File: src/design/rsla_pkg.sv
// Package for the real-time clock, sensor logger and alarm block.
// Holds the shared types, register indexes, reset values and the time helper.
// Depends on nothing.
package rsla_pkg;

   localparam int CSR_ADDR_WIDTH = 5;

   localparam logic [4:0] MAX_HOURS   = 5'd23;
   localparam logic [5:0] MAX_MINUTES = 6'd59;
   localparam logic [5:0] MAX_SECONDS = 6'd59;

   typedef enum logic [1:0] {
      REQ_TICK   = 2'd0,
      REQ_SAMPLE = 2'd1,
      REQ_ACK    = 2'd2,
      REQ_SET    = 2'd3
   } rsla_req_kind_type;

   typedef enum logic [2:0] {
      REG_RING_LAST       = 3'd0,
      REG_ALARMS_ENABLED  = 3'd1,
      REG_ALARM_HOURS     = 3'd2,
      REG_ALARM_MINUTES   = 3'd3,
      REG_ALARM_SECONDS   = 3'd4,
      REG_TEMP_THRESHOLD  = 3'd5,
      REG_LIGHT_THRESHOLD = 3'd6
   } rsla_reg_index_type;

   typedef struct packed {
      logic [7:0] ring_last;
      logic       alarms_enabled;
      logic [4:0] alarm_hours;
      logic [5:0] alarm_minutes;
      logic [5:0] alarm_seconds;
      logic [5:0] temp_threshold;
      logic [2:0] light_threshold;
   } rsla_cfg_type;

   localparam rsla_cfg_type CFG_RESET = '{
      ring_last:       8'd25,
      alarms_enabled:  1'b0,
      alarm_hours:     5'd12,
      alarm_minutes:   6'd0,
      alarm_seconds:   6'd0,
      temp_threshold:  6'd28,
      light_threshold: 3'd4
   };

   typedef struct packed {
      logic [4:0] hours;
      logic [5:0] minutes;
      logic [5:0] seconds;
      logic [7:0] ring_index;
      logic [7:0] last_temp;
      logic [2:0] last_light;
      logic       last_valid;
      logic       clock_alarm_spent;
      logic [2:0] alarm_latches;
      logic [1:0] level_flags;
   } rsla_state_type;

   typedef struct packed {
      logic [1:0] kind;
      logic [7:0] temp_sample;
      logic [2:0] light_sample;
      logic [4:0] set_hours;
      logic [5:0] set_minutes;
   } rsla_req_type;

   typedef struct packed {
      logic       log_valid;
      logic [7:0] log_slot;
      logic [4:0] log_hours;
      logic [5:0] log_minutes;
      logic [5:0] log_seconds;
      logic [7:0] log_temp;
      logic [2:0] log_light;
      logic       clock_alarm_latched;
      logic       temp_alarm_latched;
      logic       light_alarm_latched;
      logic       temp_over_now;
      logic       light_under_now;
   } rsla_rsp_type;

   function automatic logic [16:0] to_seconds(input logic [4:0] h, input logic [5:0] m,
                                              input logic [5:0] s);
      return 17'(h) * 17'd3600 + 17'(m) * 17'd60 + 17'(s);
   endfunction

endpackage

File: src/design/rsla_step.sv
// Next-state and result logic for one transaction of the clock and logger.
// Depends on rsla_pkg.
module rsla_step (
   input  rsla_pkg::rsla_state_type state,
   input  rsla_pkg::rsla_cfg_type   cfg,
   input  rsla_pkg::rsla_req_type   req,
   output rsla_pkg::rsla_state_type next_state,
   output rsla_pkg::rsla_rsp_type   rsp
);
   import rsla_pkg::*;

   rsla_req_kind_type kind;
   logic [7:0]        slot_inc;
   logic [16:0]       alarm_total;
   logic              changed;

   assign kind        = rsla_req_kind_type'(req.kind);
   assign slot_inc    = state.ring_index + 8'd1;
   assign alarm_total = to_seconds(cfg.alarm_hours, cfg.alarm_minutes, cfg.alarm_seconds);
   assign changed     = !state.last_valid || (req.temp_sample != state.last_temp) ||
                        (req.light_sample != state.last_light);

   always_comb begin
      next_state = state;
      rsp        = '0;
      case (kind)
         REQ_TICK: begin
            if (state.seconds >= MAX_SECONDS) begin
               next_state.seconds = 6'd0;
               if (state.minutes >= MAX_MINUTES) begin
                  next_state.minutes = 6'd0;
                  next_state.hours   = (state.hours >= MAX_HOURS) ? 5'd0 : state.hours + 5'd1;
               end else begin
                  next_state.minutes = state.minutes + 6'd1;
               end
            end else begin
               next_state.seconds = state.seconds + 6'd1;
            end
            if (cfg.alarms_enabled && !state.clock_alarm_spent &&
                (to_seconds(next_state.hours, next_state.minutes, next_state.seconds) >=
                 alarm_total)) begin
               next_state.alarm_latches[0] = 1'b1;
               next_state.clock_alarm_spent = 1'b1;
            end
         end
         REQ_SAMPLE: begin
            if (changed) begin
               rsp.log_valid    = 1'b1;
               rsp.log_slot     = state.ring_index;
               rsp.log_hours    = state.hours;
               rsp.log_minutes  = state.minutes;
               rsp.log_seconds  = state.seconds;
               rsp.log_temp     = req.temp_sample;
               rsp.log_light    = req.light_sample;
               next_state.ring_index = (slot_inc > cfg.ring_last) ? 8'd0 : slot_inc;
               next_state.last_temp  = req.temp_sample;
               next_state.last_light = req.light_sample;
               next_state.last_valid = 1'b1;
            end
            if (cfg.alarms_enabled) begin
               if (req.light_sample < cfg.light_threshold) begin
                  next_state.level_flags[1]   = 1'b1;
                  next_state.alarm_latches[2] = 1'b1;
               end else begin
                  next_state.level_flags[1] = 1'b0;
               end
               if (req.temp_sample > {2'b00, cfg.temp_threshold}) begin
                  next_state.level_flags[0]   = 1'b1;
                  next_state.alarm_latches[1] = 1'b1;
               end else begin
                  next_state.level_flags[0] = 1'b0;
               end
            end
         end
         REQ_ACK: begin
            next_state.alarm_latches = 3'b000;
         end
         REQ_SET: begin
            next_state.hours   = (req.set_hours > MAX_HOURS) ? MAX_HOURS : req.set_hours;
            next_state.minutes = (req.set_minutes > MAX_MINUTES) ? MAX_MINUTES : req.set_minutes;
            next_state.seconds = 6'd0;
         end
         default: begin
            next_state = state;
         end
      endcase
      rsp.clock_alarm_latched = next_state.alarm_latches[0];
      rsp.temp_alarm_latched  = next_state.alarm_latches[1];
      rsp.light_alarm_latched = next_state.alarm_latches[2];
      rsp.temp_over_now       = next_state.level_flags[0];
      rsp.light_under_now     = next_state.level_flags[1];
   end

endmodule

File: src/design/rtc_sensor_logger_alarm.sv
// Top level of the real-time clock with sensor change logger and alarms.
// Holds the registers, the APB register file and the output register; uses rsla_step.
// Depends on rsla_pkg and rsla_step.
//
//   channel   ports                        direction  moves
//   req       req_valid/req_ready, req_*   in         one request per transaction
//   rsp       rsp_valid/rsp_ready, rsp_*   out        one result per request
//   csr       psel, penable, pwrite, ...   in/out     register writes and reads
//
// One transaction per cycle unless rsp_ready stalls the output: each request is worked
// out combinationally from the state registers and lands in the output register,
// which frees as it is taken; rsp_valid rises in the cycle after acceptance.
// Reset is synchronous and restores the clock, logger state and register defaults.
// A stalled result holds; a new request is taken in the cycle the old one leaves.
module rtc_sensor_logger_alarm (
   input  logic                               clock,
   input  logic                               reset,
   input  logic                               req_valid,
   output logic                               req_ready,
   input  logic [1:0]                         req_type,
   input  logic [7:0]                         req_temp_sample,
   input  logic [2:0]                         req_light_sample,
   input  logic [4:0]                         req_set_hours,
   input  logic [5:0]                         req_set_minutes,
   output logic                               rsp_valid,
   input  logic                               rsp_ready,
   output logic                               rsp_log_valid,
   output logic [7:0]                         rsp_log_slot,
   output logic [4:0]                         rsp_log_hours,
   output logic [5:0]                         rsp_log_minutes,
   output logic [5:0]                         rsp_log_seconds,
   output logic [7:0]                         rsp_log_temp,
   output logic [2:0]                         rsp_log_light,
   output logic                               rsp_clock_alarm_latched,
   output logic                               rsp_temp_alarm_latched,
   output logic                               rsp_light_alarm_latched,
   output logic                               rsp_temp_over_now,
   output logic                               rsp_light_under_now,
   input  logic                               psel,
   input  logic                               penable,
   input  logic                               pwrite,
   input  logic [rsla_pkg::CSR_ADDR_WIDTH-1:0] paddr,
   input  logic [31:0]                        pwdata,
   output logic [31:0]                        prdata,
   output logic                               pready
);
   import rsla_pkg::*;

   rsla_cfg_type       cfg_ff;
   rsla_cfg_type       cfg_in;
   rsla_state_type     state_ff;
   rsla_state_type     state_in;
   rsla_state_type     step_state;
   rsla_rsp_type       rsp_ff;
   rsla_rsp_type       step_rsp;
   rsla_req_type       req;
   logic               rsp_valid_ff;
   logic               rsp_valid_in;
   logic               accept;
   logic               csr_write;
   logic               rearm;
   rsla_reg_index_type reg_index;

   assign pready    = 1'b1;
   assign req_ready = !rsp_valid_ff || rsp_ready;
   assign accept    = req_valid && req_ready;
   assign csr_write = psel && penable && pwrite && pready;
   assign reg_index = rsla_reg_index_type'(paddr[CSR_ADDR_WIDTH-1:2]);

   assign req = '{
      kind:         req_type,
      temp_sample:  req_temp_sample,
      light_sample: req_light_sample,
      set_hours:    req_set_hours,
      set_minutes:  req_set_minutes
   };

   rsla_step u_step (
      .state      (state_ff),
      .cfg        (cfg_ff),
      .req        (req),
      .next_state (step_state),
      .rsp        (step_rsp)
   );

   always_comb begin
      cfg_in = cfg_ff;
      rearm  = 1'b0;
      if (csr_write) begin
         case (reg_index)
            REG_RING_LAST:       cfg_in.ring_last       = pwdata[7:0];
            REG_ALARMS_ENABLED:  cfg_in.alarms_enabled  = pwdata[0];
            REG_ALARM_HOURS:     cfg_in.alarm_hours     = pwdata[4:0];
            REG_ALARM_MINUTES:   cfg_in.alarm_minutes   = pwdata[5:0];
            REG_ALARM_SECONDS:   cfg_in.alarm_seconds   = pwdata[5:0];
            REG_TEMP_THRESHOLD:  cfg_in.temp_threshold  = pwdata[5:0];
            REG_LIGHT_THRESHOLD: cfg_in.light_threshold = pwdata[2:0];
            default:             cfg_in = cfg_ff;
         endcase
         rearm = reg_index inside {REG_ALARM_HOURS, REG_ALARM_MINUTES, REG_ALARM_SECONDS};
      end
   end

   always_comb begin
      case (reg_index)
         REG_RING_LAST:       prdata = {24'd0, cfg_ff.ring_last};
         REG_ALARMS_ENABLED:  prdata = {31'd0, cfg_ff.alarms_enabled};
         REG_ALARM_HOURS:     prdata = {27'd0, cfg_ff.alarm_hours};
         REG_ALARM_MINUTES:   prdata = {26'd0, cfg_ff.alarm_minutes};
         REG_ALARM_SECONDS:   prdata = {26'd0, cfg_ff.alarm_seconds};
         REG_TEMP_THRESHOLD:  prdata = {26'd0, cfg_ff.temp_threshold};
         REG_LIGHT_THRESHOLD: prdata = {29'd0, cfg_ff.light_threshold};
         default:             prdata = 32'd0;
      endcase
   end

   always_comb begin
      state_in = accept ? step_state : state_ff;
      if (rearm) begin
         state_in.clock_alarm_spent = 1'b0;
      end
      if (accept) begin
         rsp_valid_in = 1'b1;
      end else if (rsp_ready) begin
         rsp_valid_in = 1'b0;
      end else begin
         rsp_valid_in = rsp_valid_ff;
      end
   end

   always_ff @(posedge clock) begin
      if (reset) begin
         cfg_ff       <= CFG_RESET;
         state_ff     <= '0;
         rsp_valid_ff <= 1'b0;
      end else begin
         cfg_ff       <= cfg_in;
         state_ff     <= state_in;
         rsp_valid_ff <= rsp_valid_in;
      end
   end

   always_ff @(posedge clock) begin
      if (accept) begin
         rsp_ff <= step_rsp;
      end
   end

   assign rsp_valid               = rsp_valid_ff;
   assign rsp_log_valid           = rsp_ff.log_valid;
   assign rsp_log_slot            = rsp_ff.log_slot;
   assign rsp_log_hours           = rsp_ff.log_hours;
   assign rsp_log_minutes         = rsp_ff.log_minutes;
   assign rsp_log_seconds         = rsp_ff.log_seconds;
   assign rsp_log_temp            = rsp_ff.log_temp;
   assign rsp_log_light           = rsp_ff.log_light;
   assign rsp_clock_alarm_latched = rsp_ff.clock_alarm_latched;
   assign rsp_temp_alarm_latched  = rsp_ff.temp_alarm_latched;
   assign rsp_light_alarm_latched = rsp_ff.light_alarm_latched;
   assign rsp_temp_over_now       = rsp_ff.temp_over_now;
   assign rsp_light_under_now     = rsp_ff.light_under_now;

endmodule

File: config.mk
export PLATFORM = sky130hd
export DESIGN_NAME = rtc_sensor_logger_alarm
export DESIGN_NICKNAME = d
export VERILOG_FILES = /design/src/design/rsla_pkg.sv /design/src/design/rsla_step.sv /design/src/design/rtc_sensor_logger_alarm.sv
export SDC_FILE = /design/constraint.sdc
export NUM_CORES = 1
export LEC_CHECK = 0
export BUFFER_PORTS_ARGS = -buffer_cell sky130_fd_sc_hd__clkbuf_2
export CORE_MARGIN = 1
export CORE_UTILIZATION = 57
export DETAILED_ROUTE_END_ITERATION = 10
export PLACE_DENSITY = 0.8
export REMOVE_ABC_BUFFERS = 1
export SLEW_MARGIN = 10
export SYNTH_ARGS = -nofsm -noshare
export SYNTH_HDL_FRONTEND = slang
export SYNTH_SLANG_ARGS = --single-unit
File: constraint.sdc
create_clock -name clock -period 8.01 [get_ports clock]
set_input_delay 2.403 -clock clock [delete_from_list [all_inputs] [get_ports clock]]
set_output_delay 2.403 -clock clock [all_outputs]
set_load 0.005 [all_outputs]
==> run metrics, run 1 <==
PwrDens 166.8 mW/mm^2; crit path max fanout 18; VDD IR max 0.1662 mV; Mapped Cells 1074; IO buf count 93; clock tree buffer depth 2; Worst-path clk slew 50 ps; synth top area cells ha_1 18%, dfxtp_1 16%, edfxtp_1 13%; Post-synth EDFFs 42; share of layout cells above drive strength 1 12.31%; Clock Skew 10.66 ps; HP Class flop to flop; max-cap viol count 0; Arr. time, crit path 7630 ps; drt first pass iters 7; first-pass GRT wire length 34470 um; initial antenna violation count 0; Yosys reg bits 121; status finished clean; pin count of the biggest net entering global routing 58; Iter 0 DRT Violations 440; Setup TNS 0 ps; yosys warns 0; antenna viol nets, final 0; Post-Syn Area 0.009668 sq mm; Top FF cell, synth dfxtp_1; GRT Total Usage 23.97%; Yosys top cell area share 18.12%; Cells after DPL 1358; GR Overflow Total 0; routed via count 7846; cts bufs inserted 17; Area Overhead vs Synth 12.54%; sequential area share after synthesis 29.40%; Commonest cells post-synth 140 x ha_1, 100 x inv_1, 87 x nand2_1, 79 x dfxtp_1, 77 x nor2_1; Tmin final 7480 ps; Max Slew Vio Count 0; Leakage 4.968 nW; DR vias/cell 5.645; Final Hold Viols 0; most frequent cell after synthesis ha_1; Worst-Skew Late Latency 410 ps; Critical Path End Type flop; Final HPWL DP 15010 um; Worst path max stage delay 530 ps; FMAX 0.1337 GHz; DRC violations left 0; CP Class flop to flop; RSZ-0062 raised after global routing no; Pwr Total 1.815 mW; core footprint 0.01658 sq mm; Post-Synthesis Mean Instance Area 9.002 sq um; Nets 1392; TritonCTS clock tree done; drt wl/cell 14.79 um; Die H 132.2 um; CP Launch Type flop; final period utilization 93.39%; Ant. Diodes 0; slew margin rel. 19.74%; initial core utilization 58.30%; worst endpoint required time 8160 ps; worst-margin pin slew 1194 ps; # IOs 145; die width 132.2 um; routability cong. 0.8480; Routed WL 20560 um; final setup violation count 0; Synth area leader ha_1; H-tree levels 4; die area 0.01749 sq mm; Rows 47; Post-synth ARST share 0%; crit path max-delay cell type fa_1; clk sinks 121; Root Buffer clkbuf_16; most frequent CP cell ha_1; Netlist cell types 64; vias in the first global route 7510; final std cells w/o fill 1390
logic make-up after synthesis:
logic type / Yosys count / share of synthesized area [%]
AOI/OAI and AO/OA: 217 / 14.59
muxes: 34 / 3.688
and+or+nand+nor: 311 / 15.57
buffers and inverters: 159 / 7.260
adders and majority gates: 167 / 23.71
other: 2 / 0.07768
xor gates and xnor gates: 63 / 5.707
DFF: 121 / 29.40
worst max-delay path, delay by kind of cell (launching register included):
kind	cells	cell delay (ps)
AOI/OAI and AO/OA	11	2280
xor gates and xnor gates	2	280
adders and majority gates	7	2510
buffers and inverters	1	60
DFF	1	400
and+or+nand+nor	7	1710
timing repair:
item	in CTS	in global routing
setup endpoints to repair	0	3
hold buffers	0	0
setup buffers	0	0
resized for setup	0	2
where the power goes:
group          internal (mW)  total, mW  switching (mW)
sequential             0.655      0.669          0.0138
combinational          0.128      0.307           0.179
clock                  0.554      0.838           0.284
registers in the layout, summed over array words and instances, names as in the netlist:
signal	flops
state_ff	43
rsp_light_alarm_latched	1
rsp_log_slot	8
cfg_ff	35
rsp_log_temp	8
rsp_log_valid	1
rsp_clock_alarm_latched	1
rsp_temp_over_now	1
rsp_temp_alarm_latched	1
rsp_log_seconds	6
rsp_log_minutes	6
rsp_light_under_now	1
rsp_log_light	3
rsp_log_hours	5
rsp_valid	1
layer usage:
layer | vias to the layer above | wire, um | global-route usage [%]
met2 | 247 | 10010 | 42.09
met5 | - | 0 | 0
met3 | 44 | 997 | 3.652
li1 | 3869 | - | -
met1 | 3686 | 9159 | 29.92
met4 | 0 | 389 | 8.301
cells in the final DEF, fill, tap and decap left out, types with 6 or more instances in the layout:
| cell type | synthesis | layout |
|---|---|---|
| nor3_1 | 12 | 12 |
| nand2_1 | 87 | 87 |
| nor2_1 | 77 | 77 |
| fa_1 | 27 | 27 |
| clkbuf_2 | 1 | 93 |
| o21ai_0 | 35 | 35 |
| a211oi_1 | 10 | 9 |
| xnor2_1 | 50 | 50 |
| and2_1 | 42 | 42 |
| nand2b_1 | 15 | 15 |
| o211ai_1 | 12 | 12 |
| clkinv_4 | 0 | 6 |
| edfxtp_1 | 42 | 42 |
| o21a_1 | 11 | 11 |
| clkbuf_16 | 0 | 17 |
| dfxtp_1 | 79 | 79 |
| conb_1 | 2 | 25 |
| o221ai_1 | 6 | 6 |
| inv_1 | 100 | 100 |
| a21o_1 | 17 | 17 |
| mux2i_1 | 30 | 30 |
| xor2_1 | 13 | 13 |
| ha_1 | 140 | 140 |
| nand4_1 | 13 | 13 |
| nand3_1 | 28 | 28 |
| or3_1 | 10 | 10 |
| a21oi_1 | 72 | 72 |
| nor2b_1 | 7 | 7 |
per-stage QoR:
step                      hold slack (ps)  area, sq um  utilization [%]  setup WS (ps)
after detailed placement            459.3        10220            61.63          482.0
final                               470.4        10880            65.61          529.9
after global routing                486.6        10880            65.61          8.042
after CTS                           467.3        10870            65.55          316.1
after global placement              438.9        10220            61.63          755.6
after floorplan                     425.2         9435                -           1495
layout make-up:
class | instances | area, sq um
inverters | 102 | 382.9
repair buffers | 98 | 503.0
clock buffers | 18 | 429.2
well taps | 220 | 275.3
multi-input cells | 817 | 6226
fillers | 1339 | 5703
flip-flops and latches | 121 | 2843
clock inverters | 14 | 221.5
path summary, 6_finish.rpt:
kind	startpoint	endpoint	slack, ps	depth (start not counted)
setup reg to reg	state_ff[26]	rsp_clock_alarm_latched	530	28
hold reg to reg	state_ff[13]	state_ff[13]	470	2
setup / recovery	state_ff[26]	rsp_clock_alarm_latched	530	28
hold / removal	state_ff[13]	state_ff[13]	470	2
No activity file was read; power rests on OpenSTA's default activity.
==> run 2: changes to the inputs <==
--- a/config.mk
+++ b/config.mk
@@ -5,11 +5,12 @@
 export SDC_FILE = /design/constraint.sdc
 export NUM_CORES = 1
 export LEC_CHECK = 0
-export BUFFER_PORTS_ARGS = -buffer_cell sky130_fd_sc_hd__clkbuf_2
+export ABC_AREA = 1
 export CORE_MARGIN = 1
 export CORE_UTILIZATION = 57
 export DETAILED_ROUTE_END_ITERATION = 10
-export PLACE_DENSITY = 0.8
+export DONT_BUFFER_PORTS = 1
+export PLACE_DENSITY = 0.72
 export REMOVE_ABC_BUFFERS = 1
 export SLEW_MARGIN = 10
 export SYNTH_ARGS = -nofsm -noshare
==> run metrics, run 2 <==
Post-synth EDFFs 42; die area 0.01804 sq mm; post-cts sizing count 0; initial antenna violation count 0; routability cong. 0.8986; RSZ-0062 raised after global routing no; worst-margin pin slew 1042 ps; Hold Slack 454.2 ps; # IOs 145; Critical Path End Type flop; worst flop-to-flop path endpoint rsp_clock_alarm_latched; reg2reg start state_ff[26]; slew margin rel. 30.28%; biggest regs state_ff x43, cfg_ff x35; Worst path max stage delay 500 ps; vias in the first global route 7496; crit path max fanout 12; drt wl/cell 13.65 um; Post-CTS Setup Inserts 0; H-tree levels 4; max-cap viol count 0; yosys warns 0; pin count of the biggest net entering global routing 48; antenna viol nets, final 0; failing checks design-rule violations; Pwr Total 1.806 mW; adder-cell share of the synthesized area 22.97%; Top FF cell, synth dfxtp_1; PwrDens 169.8 mW/mm^2; mux cell area share after synthesis 0%; DRC violations left 1; Die H 134.3 um; clock tree buffer depth 2; sequential area share after synthesis 28.49%; Final HPWL DP 16090 um; hold depth 2; core footprint 0.01718 sq mm; Rows 48; Yosys top cell area share 17.55%; Ant. Diodes 0; share of layout cells above drive strength 1 5.199%; dpl ws 1545 ps; VDD IR max 0.1567 mV; main combinational cell family by area after synthesis adder cells; crit path from state_ff[26]; Nets 1531; TritonCTS clock tree done; worst endpoint required time 8180 ps; Tmin final 6448 ps; status finished with violations; Mapped Cells 1298; Max Slew Vio Count 0; GR Overflow Total 0; # hold bufs at CTS 0; Leakage 5.310 nW; Commonest cells post-synth 226 x inv_1, 222 x nand2_1, 140 x ha_1, 134 x nor2_1, 104 x a21oi_1; Setup TNS 0 ps; clk sinks 121; Synth area leader ha_1; commonest non-fill, non-tap cell in the layout inv_1; die width 134.3 um; Post-synth ARST share 0%; synth top area cells ha_1 18%, dfxtp_1 16%, edfxtp_1 13%; Post-Synthesis Mean Instance Area 7.687 sq um; IO buf count 0; Largest Register state_ff; CP Class flop to flop; DR vias/cell 5.277; Post-Synth XOR/XNOR Area 4.740%; HP Class flop to flop; FF/Latch Area 0.002843 sq mm; commonest cells after routing, fill and taps aside 225 x inv_1, 222 x nand2_1, 140 x ha_1; Root Buffer clkbuf_16; Routed WL 20920 um; FMAX 0.1551 GHz; reg2reg path depth 36; Worst-Skew Late Latency 420 ps; most frequent cell after synthesis inv_1; final period utilization 80.50%; Area after DPL 0.01005 sq mm; initial core utilization 58.09%; fillers 1562; hold path start state_ff[5]; cts bufs inserted 17; drt first pass iters 10; Netlist cell types 50; crit path max-delay cell type fa_1; Iter 0 DRT Violations 485; final setup violation count 0; Post-Syn Area 0.009978 sq mm; Arr. time, crit path 6620 ps; fin worst setup slack 1562 ps; max FFs per register 43; routed via count 8089; GRT Total Usage 23.96%; Post-Synth Simple-Gate Area 19.55%; Area Overhead vs Synth 6.608%; first-pass GRT wire length 34850 um; Final Hold Viols 0; Worst-path clk slew 50 ps; Clock Skew 10.38 ps; Yosys reg bits 121; most frequent CP cell nand2_1; Compound-Gate Fraction of Synth Area 12.25%; internal reg-to-reg setup slack 1560 ps; Hold Path End state_ff[5]; Finished Cell Area 0.01064 sq mm; Multi-input gate area 0.006032 sq mm; CP Launch Type flop
[run 2: cell types whose count changed after synthesis, moves of 15 or more]
cell	before	now
nand2_1	87	222
inv_1	100	226
nor2_1	77	134
and2_1	42	0
a21oi_1	72	104
mux2i_1	30	0
o21ai_0	35	65
xnor2_1	50	23
nand3_1	28	47
xor2_1	13	31
nand2b_1	15	0
[run 2: how the worst max path moves through the flow]
stage          slack (ps)  cells after the start                       to
6_report             1560                     36  rsp_clock_alarm_latched
3_5_place_dp         1540                     36  rsp_clock_alarm_latched
5_1_grt               930                     39              state_ff[5]
4_1_cts              1520                     36  rsp_clock_alarm_latched
3_3_place_gp         1670                     36  rsp_clock_alarm_latched
2_1_floorplan        2400                     36  rsp_clock_alarm_latched
[run 2: kinds of logic after synthesis]
family / after synthesis
AOI/OAI and AO/OA: 216
DFF: 121
other: 2
adders and majority gates: 167
xor gates and xnor gates: 54
buffers and inverters: 280
and+or+nand+nor: 458
[run 2: routing by layer]
metal	part of all wire, %	GRT usage (%)
met1	46	30.79
met2	47	40.01
met3	5.7	5.253
met4	1.9	7.491
met5	0	0
[run 2: worst max-delay path: cells and delay by family (launching register included)]
kind,cells,cell delay (ps)
fa+ha+maj,7,2310
compound gates,9,1310
buf+inv,6,460
flops,1,370
xor+xnor,1,160
simple gates,13,1580
[run 2: power breakdown]
group          leakage (nW)  internal [mW]  switching [mW]
Combinational          3.95          0.134           0.225
Sequential             1.07          0.663          0.0173
Clock                 0.295          0.494           0.273
[run 2: through the flow]
stage / instances / util, %
5_1_grt: 1533 / 61.93
3_3_place_gp: 1502 / 58.49
3_5_place_dp: 1502 / 58.49
4_1_cts: 1533 / 61.93
2_1_floorplan: 1276 / -
6_report: 1533 / 61.93
[run 2: area by class of cell]
type,instances,area share [%]
flip-flops and latches,121,26.72
clock buffers,23,4.681
inverters,235,8.304
multi-input cells,920,56.70
repair buffers,1,0.07057
clock inverters,8,0.8704
well taps,225,2.646
